**config.mk**
```make
export PLATFORM = sky130hd
export DESIGN_NAME = cookie_value_finder
export DESIGN_NICKNAME = d
export VERILOG_FILES = /design/src/rtl/cvf_pkg.sv /design/src/rtl/cvf_parser.sv /design/src/rtl/cookie_value_finder.sv
export SDC_FILE = /design/constraint.sdc
export NUM_CORES = 1
export LEC_CHECK = 0
export BUFFER_PORTS_ARGS = -buffer_cell sky130_fd_sc_hd__buf_4
export CAP_MARGIN = 20
export CORE_ASPECT_RATIO = 0.5
export CORE_MARGIN = 2
export CORE_UTILIZATION = 40
export CTS_BUF_LIST = sky130_fd_sc_hd__clkbuf_16
export DETAILED_ROUTE_END_ITERATION = 12
export SYNTH_ARGS = -nofsm -noshare
export SYNTH_HDL_FRONTEND = slang
export SYNTH_SLANG_ARGS = --single-unit
```
**constraint.sdc**
```tcl
create_clock -name clock -period 11.6 [get_ports clock]
set_input_delay 2.32 -clock clock [delete_from_list [all_inputs] [get_ports clock]]
set_output_delay 2.32 -clock clock [all_outputs]
set_load 0.05 [all_outputs]
```
**src/rtl/cvf_pkg.sv**
```systemverilog
package cvf_pkg;

   // Default sizes handed to the top level parameters
   localparam int KEY_BYTES_DEF        = 8;
   localparam int MAX_HEADER_BYTES_DEF = 4096;

   // Configuration port
   localparam int CSR_INDEX_W = 2;
   localparam int CSR_DATA_W  = 64;
   localparam int KEY_LEN_W   = 4;

   localparam logic [CSR_INDEX_W-1:0] CSR_KEY_BYTES  = 2'd0;
   localparam logic [CSR_INDEX_W-1:0] CSR_KEY_LENGTH = 2'd1;

   // Header characters
   localparam logic [7:0] CH_SPACE  = 8'h20;
   localparam logic [7:0] CH_TAB    = 8'h09;
   localparam logic [7:0] CH_VTAB   = 8'h0B;
   localparam logic [7:0] CH_EQUALS = 8'h3D;
   localparam logic [7:0] CH_SEMI   = 8'h3B;

   // Status of one parse step
   typedef struct packed {
      logic emit;      // step produces a result transaction
      logic found;     // key matched
      logic too_long;  // position saturated
   } parse_result_type;

endpackage

```
**src/rtl/cvf_parser.sv**
```systemverilog
module cvf_parser
   import cvf_pkg::*;
#(
   parameter int KEY_BYTES        = KEY_BYTES_DEF,
   parameter int MAX_HEADER_BYTES = MAX_HEADER_BYTES_DEF,
   localparam int OFS_W           = $clog2(MAX_HEADER_BYTES),
   localparam int POS_W           = $clog2(MAX_HEADER_BYTES + 1)
) (
   input  logic                   clock,
   input  logic                   reset,
   input  logic                   step_en,
   input  logic [7:0]             byte_in,
   input  logic                   last_in,
   input  logic [KEY_BYTES*8-1:0] key_bytes,
   input  logic [KEY_LEN_W-1:0]   key_length,
   output parse_result_type       result,
   output logic [OFS_W-1:0]       value_offset,
   output logic [POS_W-1:0]       value_length
);

   localparam logic [1:0] PH_SKIP  = 2'd0;
   localparam logic [1:0] PH_KEY   = 2'd1;
   localparam logic [1:0] PH_VALUE = 2'd2;
   localparam logic [1:0] PH_DONE  = 2'd3;

   localparam logic [POS_W-1:0]     POS_MAX = POS_W'(MAX_HEADER_BYTES);
   localparam logic [OFS_W-1:0]     OFS_MAX = OFS_W'(MAX_HEADER_BYTES - 1);
   localparam logic [KEY_LEN_W-1:0] KLEN_MAX = KEY_LEN_W'(KEY_BYTES);
   localparam logic [KEY_LEN_W-1:0] KCNT_SAT = '1;

   logic [1:0]           phase_ff, phase_in;
   logic [POS_W-1:0]     position_ff, position_in;
   logic [KEY_LEN_W-1:0] key_count_ff, key_count_in;
   logic                 key_mismatch_ff, key_mismatch_in;
   logic [OFS_W-1:0]     value_start_ff, value_start_in;
   logic [OFS_W-1:0]     segment_start_ff, segment_start_in;
   logic                 saw_equals_ff, saw_equals_in;
   logic                 overflowed_ff, overflowed_in;

   logic [KEY_LEN_W-1:0] klen;
   logic [7:0]           key_byte;
   logic                 at_bound;
   logic [POS_W:0]       idx_next;
   logic [OFS_W-1:0]     off_here;
   logic [OFS_W-1:0]     off_next;
   logic [POS_W-1:0]     end_next;
   logic                 is_ws;
   logic                 is_eq;
   logic                 is_semi;

   assign klen     = (key_length > KLEN_MAX) ? KLEN_MAX : key_length;
   assign at_bound = (position_ff >= POS_MAX);
   assign idx_next = {1'b0, position_ff} + 1'b1;
   assign off_here = at_bound ? OFS_MAX : position_ff[OFS_W-1:0];
   assign off_next = (position_ff >= POS_MAX - 1'b1) ? OFS_MAX : idx_next[OFS_W-1:0];
   assign end_next = at_bound ? POS_MAX : idx_next[POS_W-1:0];
   assign is_ws    = (byte_in == CH_SPACE) || (byte_in == CH_TAB) || (byte_in == CH_VTAB);
   assign is_eq    = (byte_in == CH_EQUALS);
   assign is_semi  = (byte_in == CH_SEMI);

   // Key byte at the current compare position
   always_comb begin
      key_byte = '0;
      for (int i = 0; i < KEY_BYTES; i++) begin
         if (key_count_ff[2:0] == 3'(i)) begin
            key_byte = key_bytes[8*i +: 8];
         end
      end
   end

   always_comb begin
      logic             ended;
      logic [POS_W-1:0] endpos;
      logic             match;
      logic [OFS_W-1:0] start;

      phase_in         = phase_ff;
      position_in      = at_bound ? position_ff : idx_next[POS_W-1:0];
      key_count_in     = key_count_ff;
      key_mismatch_in  = key_mismatch_ff;
      value_start_in   = value_start_ff;
      segment_start_in = segment_start_ff;
      saw_equals_in    = saw_equals_ff;
      overflowed_in    = overflowed_ff | at_bound;
      ended            = 1'b0;
      endpos           = position_ff;
      match            = 1'b0;
      start            = '0;
      result           = '0;
      value_offset     = '0;
      value_length     = '0;

      case (phase_ff)
         PH_SKIP: begin
            if (is_ws) begin
               if (last_in) begin
                  segment_start_in = off_next;
                  key_count_in     = '0;
                  key_mismatch_in  = 1'b0;
                  saw_equals_in    = 1'b0;
               end
            end else begin
               segment_start_in = off_here;
               key_count_in     = '0;
               key_mismatch_in  = 1'b0;
               saw_equals_in    = 1'b0;
               phase_in         = PH_KEY;
               if (is_eq) begin
                  saw_equals_in   = 1'b1;
                  key_mismatch_in = (klen != '0);
                  value_start_in  = off_next;
                  phase_in        = PH_VALUE;
               end else if (is_semi) begin
                  ended = 1'b1;
               end else begin
                  key_mismatch_in = (klen == '0) || (byte_in != key_bytes[7:0]);
                  key_count_in    = KEY_LEN_W'(1);
               end
            end
         end
         PH_KEY: begin
            if (is_eq) begin
               saw_equals_in   = 1'b1;
               key_mismatch_in = key_mismatch_ff | (key_count_ff != klen);
               value_start_in  = off_next;
               phase_in        = PH_VALUE;
            end else if (is_semi) begin
               ended = 1'b1;
            end else begin
               key_mismatch_in = key_mismatch_ff | (key_count_ff >= klen)
                                 | (byte_in != key_byte);
               if (key_count_ff != KCNT_SAT) begin
                  key_count_in = key_count_ff + 1'b1;
               end
            end
         end
         PH_VALUE: begin
            if (is_semi) begin
               ended = 1'b1;
            end
         end
         default: begin
            // done: ignore the rest of the header
         end
      endcase

      // Final byte closes an open segment just past the header
      if (!ended && last_in && (phase_ff != PH_DONE)) begin
         ended  = 1'b1;
         endpos = end_next;
      end

      if (ended) begin
         if (saw_equals_in) begin
            match = !key_mismatch_in;
            start = value_start_in;
         end else begin
            match = (klen == '0);
            start = segment_start_in;
         end
         if (match) begin
            result.emit     = 1'b1;
            result.found    = 1'b1;
            result.too_long = overflowed_in;
            value_offset    = start;
            value_length    = endpos - POS_W'(start);
            phase_in        = PH_DONE;
         end else begin
            phase_in = PH_SKIP;
         end
      end

      if (last_in) begin
         if (!result.emit) begin
            result.emit     = (phase_ff != PH_DONE);
            result.too_long = overflowed_in;
         end
         phase_in         = PH_SKIP;
         position_in      = '0;
         key_count_in     = '0;
         key_mismatch_in  = 1'b0;
         value_start_in   = '0;
         segment_start_in = '0;
         saw_equals_in    = 1'b0;
         overflowed_in    = 1'b0;
      end
   end

   always_ff @(posedge clock) begin
      if (reset) begin
         phase_ff         <= PH_SKIP;
         position_ff      <= '0;
         key_count_ff     <= '0;
         key_mismatch_ff  <= 1'b0;
         value_start_ff   <= '0;
         segment_start_ff <= '0;
         saw_equals_ff    <= 1'b0;
         overflowed_ff    <= 1'b0;
      end else if (step_en) begin
         phase_ff         <= phase_in;
         position_ff      <= position_in;
         key_count_ff     <= key_count_in;
         key_mismatch_ff  <= key_mismatch_in;
         value_start_ff   <= value_start_in;
         segment_start_ff <= segment_start_in;
         saw_equals_ff    <= saw_equals_in;
         overflowed_ff    <= overflowed_in;
      end
   end

   // Done needs at least one byte seen in this header
   assert property (@(posedge clock) disable iff (reset)
      (phase_ff == PH_DONE) |-> (position_ff != '0))
      else $error("done phase with zero position");

   // Value phase is only entered through an equals sign
   assert property (@(posedge clock) disable iff (reset)
      (phase_ff == PH_VALUE) |-> saw_equals_ff)
      else $error("value phase without equals");

   // Final byte returns the parse state to its start
   assert property (@(posedge clock) disable iff (reset)
      (step_en && last_in) |=> ((position_ff == '0) && (phase_ff == PH_SKIP)
                                && !overflowed_ff))
      else $error("parse state not cleared after final byte");

endmodule

```
**src/rtl/cookie_value_finder.sv**
```systemverilog
// Cookie value finder.
// Feed a cookie header on the req_ stream, one byte per transaction, with
// req_tlast on the final byte. Segments split at ';'; leading space, tab
// and vertical tab are skipped and the key runs up to the first '='. Load
// the searched key through the csr_ channel (index 0: key bytes, byte 0
// lowest; index 1: key length) while no header is in flight.
// The rsp_ stream returns at most one transaction per header: found with
// the value offset and length at the end of the first matching segment,
// or not found on the final byte. Bytes after a match are swallowed.
// A byte accepted into the input register steps the parser from there, and
// its result is registered in the output register. Throughput: one byte per
// cycle while no result waits on a stalled output register.
// When rsp_tready is low, the result holds in the output register and the
// input register still drains bytes that make no result; a byte that
// would make a second result waits, and req_tready drops once it does.
// Reset (synchronous, active high) clears the key, the parser and both
// registers. Positions saturate at MAX_HEADER_BYTES and set too_long.
module cookie_value_finder
   import cvf_pkg::*;
#(
   parameter int KEY_BYTES        = KEY_BYTES_DEF,
   parameter int MAX_HEADER_BYTES = MAX_HEADER_BYTES_DEF,
   localparam int OFS_W           = $clog2(MAX_HEADER_BYTES),
   localparam int LEN_W           = $clog2(MAX_HEADER_BYTES + 1),
   localparam int RSP_DATA_W      = ((OFS_W + LEN_W + 7) / 8) * 8
) (
   input  logic                   clock,
   input  logic                   reset,

   // header byte stream
   input  logic                   req_tvalid,
   output logic                   req_tready,
   input  logic [7:0]             req_tdata,   // header_byte
   input  logic                   req_tlast,   // last_byte

   // lookup result stream
   output logic                   rsp_tvalid,
   input  logic                   rsp_tready,
   output logic [RSP_DATA_W-1:0]  rsp_tdata,   // value_offset, value_length, zero pad
   output logic [1:0]             rsp_tuser,   // found, too_long

   // register writes
   input  logic                   csr_valid,
   output logic                   csr_ready,
   input  logic [CSR_INDEX_W-1:0] csr_index,
   input  logic [CSR_DATA_W-1:0]  csr_data
);

   logic [KEY_BYTES*8-1:0] key_bytes_ff;
   logic [KEY_LEN_W-1:0]   key_length_ff;

   logic                   in_valid_ff;
   logic [7:0]             in_byte_ff;
   logic                   in_last_ff;

   logic                   rsp_valid_ff;
   logic                   rsp_found_ff;
   logic                   rsp_too_long_ff;
   logic [OFS_W-1:0]       rsp_offset_ff;
   logic [LEN_W-1:0]       rsp_length_ff;

   parse_result_type       res;
   logic [OFS_W-1:0]       res_offset;
   logic [LEN_W-1:0]       res_length;
   logic                   advance;
   logic                   emit;

   // Registers are always writable
   assign csr_ready = 1'b1;

   always_ff @(posedge clock) begin
      if (reset) begin
         key_bytes_ff  <= '0;
         key_length_ff <= '0;
      end else if (csr_valid) begin
         case (csr_index)
            CSR_KEY_BYTES:  key_bytes_ff  <= csr_data[KEY_BYTES*8-1:0];
            CSR_KEY_LENGTH: key_length_ff <= csr_data[KEY_LEN_W-1:0];
            default: begin
               // drop writes to unknown registers
            end
         endcase
      end
   end

   cvf_parser #(
      .KEY_BYTES        (KEY_BYTES),
      .MAX_HEADER_BYTES (MAX_HEADER_BYTES)
   ) u_parser (
      .clock        (clock),
      .reset        (reset),
      .step_en      (advance),
      .byte_in      (in_byte_ff),
      .last_in      (in_last_ff),
      .key_bytes    (key_bytes_ff),
      .key_length   (key_length_ff),
      .result       (res),
      .value_offset (res_offset),
      .value_length (res_length)
   );

   // Step the held byte unless its result would overwrite a stalled one
   assign advance    = in_valid_ff && (!res.emit || !rsp_valid_ff || rsp_tready);
   assign emit       = advance && res.emit;
   assign req_tready = !in_valid_ff || advance;

   always_ff @(posedge clock) begin
      if (reset) begin
         in_valid_ff <= 1'b0;
      end else if (req_tready) begin
         in_valid_ff <= req_tvalid;
      end
   end

   always_ff @(posedge clock) begin
      if (req_tready && req_tvalid) begin
         in_byte_ff <= req_tdata;
         in_last_ff <= req_tlast;
      end
   end

   always_ff @(posedge clock) begin
      if (reset) begin
         rsp_valid_ff <= 1'b0;
      end else if (emit) begin
         rsp_valid_ff <= 1'b1;
      end else if (rsp_tready) begin
         rsp_valid_ff <= 1'b0;
      end
   end

   always_ff @(posedge clock) begin
      if (emit) begin
         rsp_found_ff    <= res.found;
         rsp_too_long_ff <= res.too_long;
         rsp_offset_ff   <= res_offset;
         rsp_length_ff   <= res_length;
      end
   end

   assign rsp_tvalid = rsp_valid_ff;
   assign rsp_tuser  = {rsp_too_long_ff, rsp_found_ff};

   always_comb begin
      rsp_tdata                = '0;
      rsp_tdata[OFS_W-1:0]     = rsp_offset_ff;
      rsp_tdata[OFS_W +: LEN_W] = rsp_length_ff;
   end

   // Not found carries zero offset and length
   assert property (@(posedge clock) disable iff (reset)
      (rsp_valid_ff && !rsp_found_ff) |-> ((rsp_offset_ff == '0) && (rsp_length_ff == '0)))
      else $error("not-found result with nonzero position");

   // A found value ends inside the position bound
   assert property (@(posedge clock) disable iff (reset)
      (rsp_valid_ff && rsp_found_ff)
         |-> ((int'(rsp_offset_ff) + int'(rsp_length_ff)) <= MAX_HEADER_BYTES))
      else $error("found value runs past the header bound");

   // An accepted byte always lands in the input register
   assert property (@(posedge clock) disable iff (reset)
      (req_tvalid && req_tready) |=> in_valid_ff)
      else $error("accepted byte lost");

endmodule

```
* After elaboration in Yosys (flattened, before gate mapping) *
Cells that the tools add are included.

operators by class
  multiplexer cells = 70
  $lt $le $gt $ge = 4
  eq/ne operators = 27
  bitwise operators = 4
  add/sub/neg operators = 3
  reductions and logical operators = 30

operator list
  kind                     count
  $mux W12                 11
  $mux W8                  8
  $mux W13                 4
  $mux W4                  7
  $mux W1                  26
  $eq A8 B6 Y1 const B     3
  $pmux W12 S2             1
  $eq A8 B4 Y1 const B     2
  $ne A8 B8 Y1             2
  $add A13 B1 Y13 const B  1
  $ge A13 B12 Y1 const B   1
  $ge A13 B13 Y1 const B   1
  $sub A13 B12 Y13         1
  $eq A3 B3 Y1 const B     4
  $mux W2                  6
  $ne A3 B3 Y1 const B     3
  $ne A4 B4 Y1 const B     2
  $pmux W4 S2              1
  $reduce_and A2 Y1        4
  $reduce_bool A4 Y1       2
  $eq A3 B2 Y1 const B     2
  $logic_or A1 B1 Y1       6
  $mux W3                  2
  $reduce_and A6 Y1        1
  other kinds (22)         37

word-level totals
  output and inout port bits = 37
  bits of input ports = 80
  register bits = 152
  logic and storage cells = 156

* Longest topological paths before layout *
Gate-level depths: netlist of the first run.

  depth after elaboration = 27
  depth in mapped cells = 19
  depth with buffers taken out = 18

* Modules after synthesis *
From an unflattened synthesis of the first run, not the netlist that was laid out.

second synthesis, totals
  cell total of the unflattened synthesis = 1097
  area total of the unflattened synthesis = 9532.9 sq um

modules (own cells, without submodules)
  module               area each (sq um)  cells each  seq. area each (sq um)  instances
  cvf_parser           5195.0             746         920.9                   1
  cookie_value_finder  4337.9             351         2482.4                  1

* Worst setup path after synthesis of the first run *
No wires, ideal clock.

  path kind = input port to output port
  start point = in rsp_tready
  end point = out req_tready
  slack = 6233 ps
  required time = 9280 ps
  path buffers = 0
  stages = 4
  arrival = 3047 ps
  cell sequence = nand2b_1 -> nand2b_1 -> nor2_1 -> inv_1

between the ends
  cells in the longest elaborated chain, start to end = 3

RTL lines
  element              RTL line                    text
  start, declared      cookie_value_finder.sv:38   input logic rsp_tready,
  $logic_or A1 B1 Y1   cookie_value_finder.sv:103  assign advance = in_valid_ff && (!res.emit || !rsp_valid_ff || rsp_tready);
  $logic_and A1 B1 Y1  cookie_value_finder.sv:103
  $logic_or A1 B1 Y1   cookie_value_finder.sv:105  assign req_tready = !in_valid_ff || advance;
  end, declared        cookie_value_finder.sv:32   output logic req_tready,

Every way passes these cells.

* Worst setup path after layout of the first run *
  start point = reg in_byte_ff[1]
  end point = out req_tready

between the ends
  cells in the longest elaborated chain, start to end = 18
  elaborated cells on any way between the ends = 41
  classes of those cells = eq/ne (7); mux (21); bitwise (1); reduce/logical (12)

RTL lines
  element                              RTL line                    text
  start, declared                      cookie_value_finder.sv:53   logic [7:0] in_byte_ff;
  start signal, assigned               cookie_value_finder.sv:117  in_byte_ff <= req_tdata;
  $ne A8 B8 Y1                         cvf_parser.sv:116           key_mismatch_in = (klen == '0) || (byte_in != key_bytes[7:0]);
  $logic_or A1 B1 Y1                   cvf_parser.sv:116
  $mux W1                              cvf_parser.sv:113           end else if (is_semi) begin
  $mux W1                              cvf_parser.sv:108           if (is_eq) begin
  $mux W1                              cvf_parser.sv:95            if (is_ws) begin
  $pmux W1 S2                          cvf_parser.sv:93            case (phase_ff)
  $logic_not A1 Y1                     cvf_parser.sv:155           match = !key_mismatch_in;
  $mux W1                              cvf_parser.sv:154           if (saw_equals_in) begin
  $mux W1                              cvf_parser.sv:153           if (ended) begin
  $mux W3                              cvf_parser.sv:161           if (match) begin
  $mux W3 (*)                          cvf_parser.sv:153
  $mux W1                              cvf_parser.sv:174           if (!result.emit) begin
  $mux W1 (*)                          cvf_parser.sv:173           if (last_in) begin
  $logic_not A1 Y1 (*)                 cookie_value_finder.sv:103
  $logic_or A1 B1 Y1 (*) (2 in a row)  cookie_value_finder.sv:103
  $logic_and A1 B1 Y1 (*)              cookie_value_finder.sv:103
  $logic_or A1 B1 Y1 (*)               cookie_value_finder.sv:105

Every way passes the cells marked *; elsewhere a longest branch is shown, timed or not. The select of a mux whose other input is x is not followed.

==> summary.txt, run 1 <==
share of layout cells above drive strength 1: 15.1%
fmax: 175 MHz
DR vias: 8281
Port Buffers: 108
clock share of power: 42.5%
cell mode on critical path: nor2_1
Placement Setup Slack: 6.07 ns
CTS resizes: 0
die area: 0.0234 sq mm
Setup WS post-layout: 5.87 ns
NetSw: 0.350 mW
Pleak: 3.87 nW
number of flops mapped to enable cells by yosys: 36
drc violations: 0
Pre-antenna DRT Iters: 5
drt wl/cell: 17.4 microns
Reg area: 0.00340 sq mm
Slowest cell on crit path: edfxtp_1
Final setup viols: 0
ys async rst share: 0%
sequential-to-total area share from yosys stat: 38.5%
synthesized cell area: 0.00883 sq mm
status: completed
area delta synth->final: 16.7%
Worst Path Max Fanout: 29
clk_lat worst skew: 0.43 ns
global-route wire length before repair: 41100 microns
Comb pwr share: 12.9%
synthesis warning total: 0
Tightest Hold Check Type: flip-flop to flip-flop
MaxCap Viol Count: 0
antenna viol nets, final: 0
CP Class: flip-flop to output pin
hold slack: 0.454 ns
Fin. Hold Viols: 0
Placer Congestion: 0.884
multi-input logic area: 0.00492 sq mm
CP startpoint kind: flip-flop
#FFs+latches synth: 152
sequential share of power: 44.6%
post-CTS setup buffers: 0
Final HPWL DP: 18600 microns
Die Y: 109 microns
max_slew headroom: 35.8%
Mapped Cells: 1128
Starting Density: 40.7%
largest net degree at the start of global routing: 80
number of clock sinks: 152
Sw Ratio: 27.0%
Via-to-Cell Ratio: 5.54
initial antenna violation count: 0
Final Max Tran Viols: 0
Crit path required time: 9.28 ns
Worst-path clk slew: 0.06 ns
nets@finish: 1287
vias in the first global route: 7793
Setup TNS Final: 0 ns
clock tree buffer depth: 2
Fill cells: 2204
Data arrival, critical path: 3.41 ns
Pint: 0.944 mW
critical path's largest stage delay: 0.59 ns
n_diodes: 0
Most used DFF post-synth: dfxtp_1
drt first-iter violations: 657
average size of a mapped cell: 7.83 sq um
pwr dens: 126 mW/mm^2
period utilization: 49.4%
Yosys cell types: 82
core area: 0.0217 sq mm
Num CTS Buffers: 17
measured slew at the worst slew-check pin: 0.963 ns
critical path capture point type: output pin
Routed Wire Length: 26100 microns
RSZ-0062 raised after global routing: no
Worst IR Drop VDD: 85.3 uV
Die W: 214 microns
total track usage: 22.4%
clk root buf: clkbuf_16
I/O pins: 117
CTS tree: yes
Row Count: 38
H-tree depth: 4
fin crit period: 5.73 ns
hold buffers post-CTS: 0
CP cell instances: and4b_1 > nand3_1 > o311a_4 > nand2_1 > nor2_1 > o31ai_1 > nor2_1 > inv_1 > buf_4
clock skew: 0.00808 ns
total grt overflow: 0
==> cell type report <==
class	count	share of cell area, %
clock inverter	12	0.971
tap	300	3.64
inverter	34	1.24
timing repair buffer	120	8.81
multi-input combinational	857	47.7
sequential	152	33.0
clock buffer	19	4.61
==> worst max-delay path: cells and delay by family, from the launching register on <==
kind / cells / cell delay [ns]
flops: 1 / 0.59
compound gates: 2 / 0.88
buf+inv: 2 / 0.27
simple gates: 5 / 1.24
==> registers in the layout (all words and copies together) (netlist names), 2 cells and up <==
| signal | flops |
|---|---|
| key_length_ff | 4 |
| u_parser.value_start_ff | 12 |
| u_parser.segment_start_ff | 12 |
| u_parser.position_ff | 13 |
| u_parser.phase_ff | 2 |
| in_byte_ff | 8 |
| rsp_offset_ff | 12 |
| rsp_length_ff | 13 |
| key_bytes_ff | 64 |
| u_parser.key_count_ff | 4 |
==> path summary, 6_finish.rpt <==
kind | startpoint | endpoint | slack (ns) | depth (start not counted)
setup / recovery | in_byte_ff[1]$_DFFE_PP_ | req_tready | 5.87 | 9
hold / removal | key_bytes_ff[19]$_SDFFE_PP0P_ | key_bytes_ff[19]$_SDFFE_PP0P_ | 0.45 | 2
setup reg to reg | in_last_ff$_DFFE_PP_ | rsp_length_ff[10]$_SDFFCE_PN0P_ | 6.72 | 16
hold reg to reg | key_bytes_ff[19]$_SDFFE_PP0P_ | key_bytes_ff[19]$_SDFFE_PP0P_ | 0.45 | 2
==> Yosys cell counts, types with 6 or more instances <==
master / instances / area [sq um]
edfxtp_1: 36 / 1080
buf_2: 13 / 65.1
nand2b_1: 14 / 87.6
nor3b_1: 8 / 60.1
a21oi_1: 149 / 746
mux2i_1: 14 / 140
nor3_1: 32 / 160
or3_1: 7 / 43.8
nand2_1: 205 / 769
a31oi_1: 6 / 37.5
xor2_1: 20 / 175
clkbuf_1: 58 / 218
o21a_1: 6 / 45.0
or4_1: 6 / 45.0
dfxtp_1: 116 / 2320
nand4_1: 12 / 75.1
o21ai_0: 62 / 310
ha_1: 24 / 300
inv_1: 32 / 120
nand3b_1: 9 / 67.6
xnor2_1: 6 / 52.6
a21o_1: 6 / 45.0
nor2b_1: 17 / 106
and3_1: 7 / 43.8
nand3_1: 34 / 170
nor2_1: 82 / 308
a211oi_1: 22 / 165
or2_2: 8 / 50.1
buf_4: 12 / 90.1
==> layer usage <==
| metal | routed length [microns] | global-route usage (%) | vias up | share of wire [%] |
|---|---|---|---|---|
| li1 | - | - | 4085 | - |
| met1 | 12200 | 29.5 | 3927 | 47 |
| met2 | 12100 | 37.4 | 230 | 46 |
| met3 | 1240 | 4.30 | 39 | 4.7 |
| met4 | 567 | 7.39 | 0 | 2.2 |
| met5 | 0 | 0 | - | 0 |
==> kinds of logic (layout without fill, tap and decap cells) <==
| family | Yosys count | after routing | synth area share, % |
|---|---|---|---|
| adders and majority gates | 25 | 25 | 3.63 |
| other | 2 | 8 | 0.0850 |
| and+or+nand+nor | 468 | 468 | 25.5 |
| DFF | 152 | 152 | 38.5 |
| muxes | 16 | 16 | 1.84 |
| AOI/OAI and AO/OA | 314 | 314 | 21.5 |
| buffers and inverters | 125 | 185 | 6.26 |
| xor gates and xnor gates | 26 | 26 | 2.58 |
==> stage by stage <==
step	std cells	cell area, sq um	power (mW)	util [%]
floorplan	1134	8850	0.700	-
global placement	1462	9720	0.752	44.8
detailed placement	1462	9720	0.754	44.8
CTS	1493	10300	1.30	47.5
global route	1494	10300	1.34	47.5
finish	1494	10300	1.29	47.5
==> cell usage in the layout, fill, tap and decap left out, drive strengths merged, types with 17 or more instances in the layout <==
cell,netlist,final
inv,32,35
xor2,20,20
nor3,32,32
nor2b,17,17
nand3,35,35
a21oi,149,149
nand2,206,206
clkbuf,58,19
ha,24,24
buf,33,120
dfxtp,116,116
o21ai,65,65
edfxtp,36,36
nor2,82,82
a211oi,23,23
==> power by group through the flow <==
| stage | Sequential, mW | Combinational, mW | Clock (mW) |
|---|---|---|---|
| 2_1_floorplan | 0.592 | 0.109 | 0 |
| 6_report | 0.576 | 0.167 | 0.550 |
| 3_5_place_dp | 0.588 | 0.166 | 0 |
| 4_1_cts | 0.577 | 0.167 | 0.559 |
| 5_1_grt | 0.579 | 0.184 | 0.582 |
| 3_3_place_gp | 0.588 | 0.164 | 0 |
(Power assumes the default switching activity.)
==> inputs of run 2 (changes only) <==
- clock period: 11.6 -> 4.7 ns (I/O delays scaled with it)
==> run 2 against run 1 <==
  * Core utilization grew 0.68 points
  * Non-clock buffer count rose by 21
  * Register-to-register slack worse by 6.4 ns
  * Sequential cell count unchanged
  * Sequential share of layout area decreased by 0.47 points
  * Global-route usage is 1.3 points higher
  * Combinational power rose to 2.6 times the previous value
  * Critical endpoint unchanged
  * Wire length increased by 4.5%
  * First-iteration DRC count grew 4.6%
  * Largest power group unchanged
  * Clock-buffer cell count is the same
  * Cell area grew 1.4%
  * Highest routed layer unchanged
==> summary.txt, run 2 (synthesis results as in run 1) <==
Hold EP: key_bytes_ff[19]$_SDFFE_PP0P_
routed wl met2: 12800 microns (+6.1%)
fmax: 229 MHz
Routed Wire Length: 27200 microns (+4.5%)
post-CTS setup buffers: 0 (unchanged)
Placer Congestion: 0.935 (+5.8%)
I/O pins: 117 (unchanged)
commonest non-fill, non-tap cells in the layout: nand2_1, a21oi_1, buf_4
max reg flops: 64 (unchanged)
worst hold path cell count: 2 (unchanged)
origin of the worst setup path: in_byte_ff[1]$_DFFE_PP_
commonest non-fill, non-tap cell in the layout: nand2_1
Tightest Hold Check Type: flip-flop to flip-flop
H-tree depth: 4 (unchanged)
clock tree buffer depth: 2 (unchanged)
biggest regs: key_bytes_ff x64, rsp_length_ff x13, u_parser.position_ff x13
area delta synth->final: 18.4%
WL met1: 12300 microns (+0.90%)
drt first-iter violations: 687 (+4.6%)
clk_lat worst skew: 0.45 ns (+0.02 ns)
total track usage: 23.7% (+1.3 points)
Worst-path clk slew: 0.06 ns (about the same)
pwr dens: 304 mW/mm^2 (+140%)
worst hold start: key_bytes_ff[19]$_SDFFE_PP0P_
max_slew headroom: 32.7% (-3.1 points)
global-route wire length before repair: 42700 microns (+3.7%)
top layer in use: met4
CP Class: flip-flop to output pin
Setup TNS Final: 0 ns (unchanged)
Slowest cell on crit path: edfxtp_1
Num CTS Buffers: 17 (unchanged)
met3 WL: 1590 microns (+28%)
clk root buf: clkbuf_16
Crit path required time: 3.76 ns (-5.52 ns)
Final Max Tran Viols: 0 (unchanged)
Row Count: 38 (unchanged)
status: completed
Via-to-Cell Ratio: 5.55 (about the same)
CTS tree: yes
Pleak: 3.98 nW (+2.8%)
post-layout util: 48.2% (+0.68 points)
Crit Reg-Reg Endpoint: rsp_length_ff[11]$_SDFFCE_PN0P_
measured slew at the worst slew-check pin: 1.01 ns (+0.0458 ns)
Reg with most FFs: key_bytes_ff
die area: 0.0234 sq mm (unchanged)
Worst IR Drop VDD: 180 uV (+110%)
critical path's largest stage delay: 0.58 ns (about the same)
flop2flop setup slack: 0.34 ns (-6.38 ns)
Port Buffers: 108 (unchanged)
Die W: 214 microns (unchanged)
nets@finish: 1308 (+1.6%)
MaxCap Viol Count: 0 (unchanged)
n_diodes: 0 (unchanged)
period utilization: 92.8%
RSZ-0062 raised after global routing: no
Fin. Hold Viols: 0 (unchanged)
Worst Path Max Fanout: 29 (unchanged)
drt wl/cell: 18.0 microns (+3.0%)
largest net degree at the start of global routing: 80 (unchanged)
initial antenna violation count: 0 (unchanged)
reg2reg start: in_byte_ff[1]$_DFFE_PP_
total grt overflow: 0 (unchanged)
critical path capture point type: output pin
CP cell instances: nor4b_4 > o21ai_2 > buf_4 > o311a_4 > nand2_1 > nor2_1 > o31ai_1 > nor2_1 > inv_1 > buf_4
share of layout cells above drive strength 1: 16.2% (+1.1 points)
vias in the first global route: 7814 (+0.27%)
drc violations: 0 (unchanged)
number of clock sinks: 152 (unchanged)
core area: 0.0217 sq mm (unchanged)
CP startpoint kind: flip-flop
Die Y: 109 microns (unchanged)
clock skew: 0.0112 ns (+0.00309 ns)
Data arrival, critical path: 3.42 ns (about the same)
Pre-antenna DRT Iters: 5 (unchanged)
DR vias: 8407 (+1.5%)
Final setup viols: 0 (unchanged)
antenna viol nets, final: 0 (unchanged)
reg2reg path depth: 15 (-1)
fin crit period: 4.36 ns
Final HPWL DP: 19700 microns (+6.0%)
hold slack: 0.456 ns (+0.00217 ns)
Starting Density: 40.7% (unchanged)
## run 2: cell types whose count changed in the layout (fill, tap and decap cells not counted), sizes merged
cell / change
buf: +21
clkinv: -1
clkinvlp: -2
inv: +4
## run 2: layer usage
layer / vias to the layer above / track usage, %
met5: - / 0
met2: 240 / 40.0
met4: 0 / 8.23
met3: 38 / 5.19
li1: 4127 / -
met1: 4002 / 30.4
## run 2: worst max path at each step
| stage | cells past startpoint | to |
|---|---|---|
| floorplan | 18 | rsp_length_ff[12]$_SDFFCE_PN0P_ |
| global placement | 17 | rsp_length_ff[11]$_SDFFCE_PN0P_ |
| detailed placement | 17 | rsp_length_ff[11]$_SDFFCE_PN0P_ |
| CTS | 10 | req_tready |
| global route | 17 | rsp_length_ff[11]$_SDFFCE_PN0P_ |
| finish | 10 | req_tready |
## run 2: repair_timing
action | CTS | global route
hold buffers | 0 | 0
endpoints found under the setup margin | 0 | 4
gates resized for setup | 0 | 1
## run 2: area by class of cell
cell class              count  area [sq um]
well taps                 300           375
flip-flops and latches    152          3400
multi-input cells         857          4920
clock inverters            13          85.1
fillers                  2206         11200
clock buffers              19           475
repair buffers            141          1070
inverters                  34           128
## run 2: stage by stage
stage          power [mW]  std cells  area [sq um]  setup WS [ns]
3_3_place_gp         1.87       1483          9870          0.499
3_5_place_dp         1.87       1484          9890          0.367
2_1_floorplan        1.73       1134          8850          0.519
6_report             3.18       1516         10500          0.339
5_1_grt              3.30       1516         10500         0.0507
4_1_cts              3.21       1516         10400          0.287
## run 2: report_power, final
part / total [mW] / switching (mW) / internal, mW / leakage [nW]
Sequential: 1.42 / 0.0349 / 1.38 / 1.28
Combinational: 0.431 / 0.263 / 0.168 / 2.40
Clock: 1.33 / 0.552 / 0.775 / 0.296
## run 2: critical path, delay by kind of cell, from the launching register on
kind / cells / cell delay (ns)
buffers and inverters: 3 / 0.46
AOI/OAI and AO/OA: 3 / 1.11
DFF: 1 / 0.58
and+or+nand+nor: 4 / 0.82
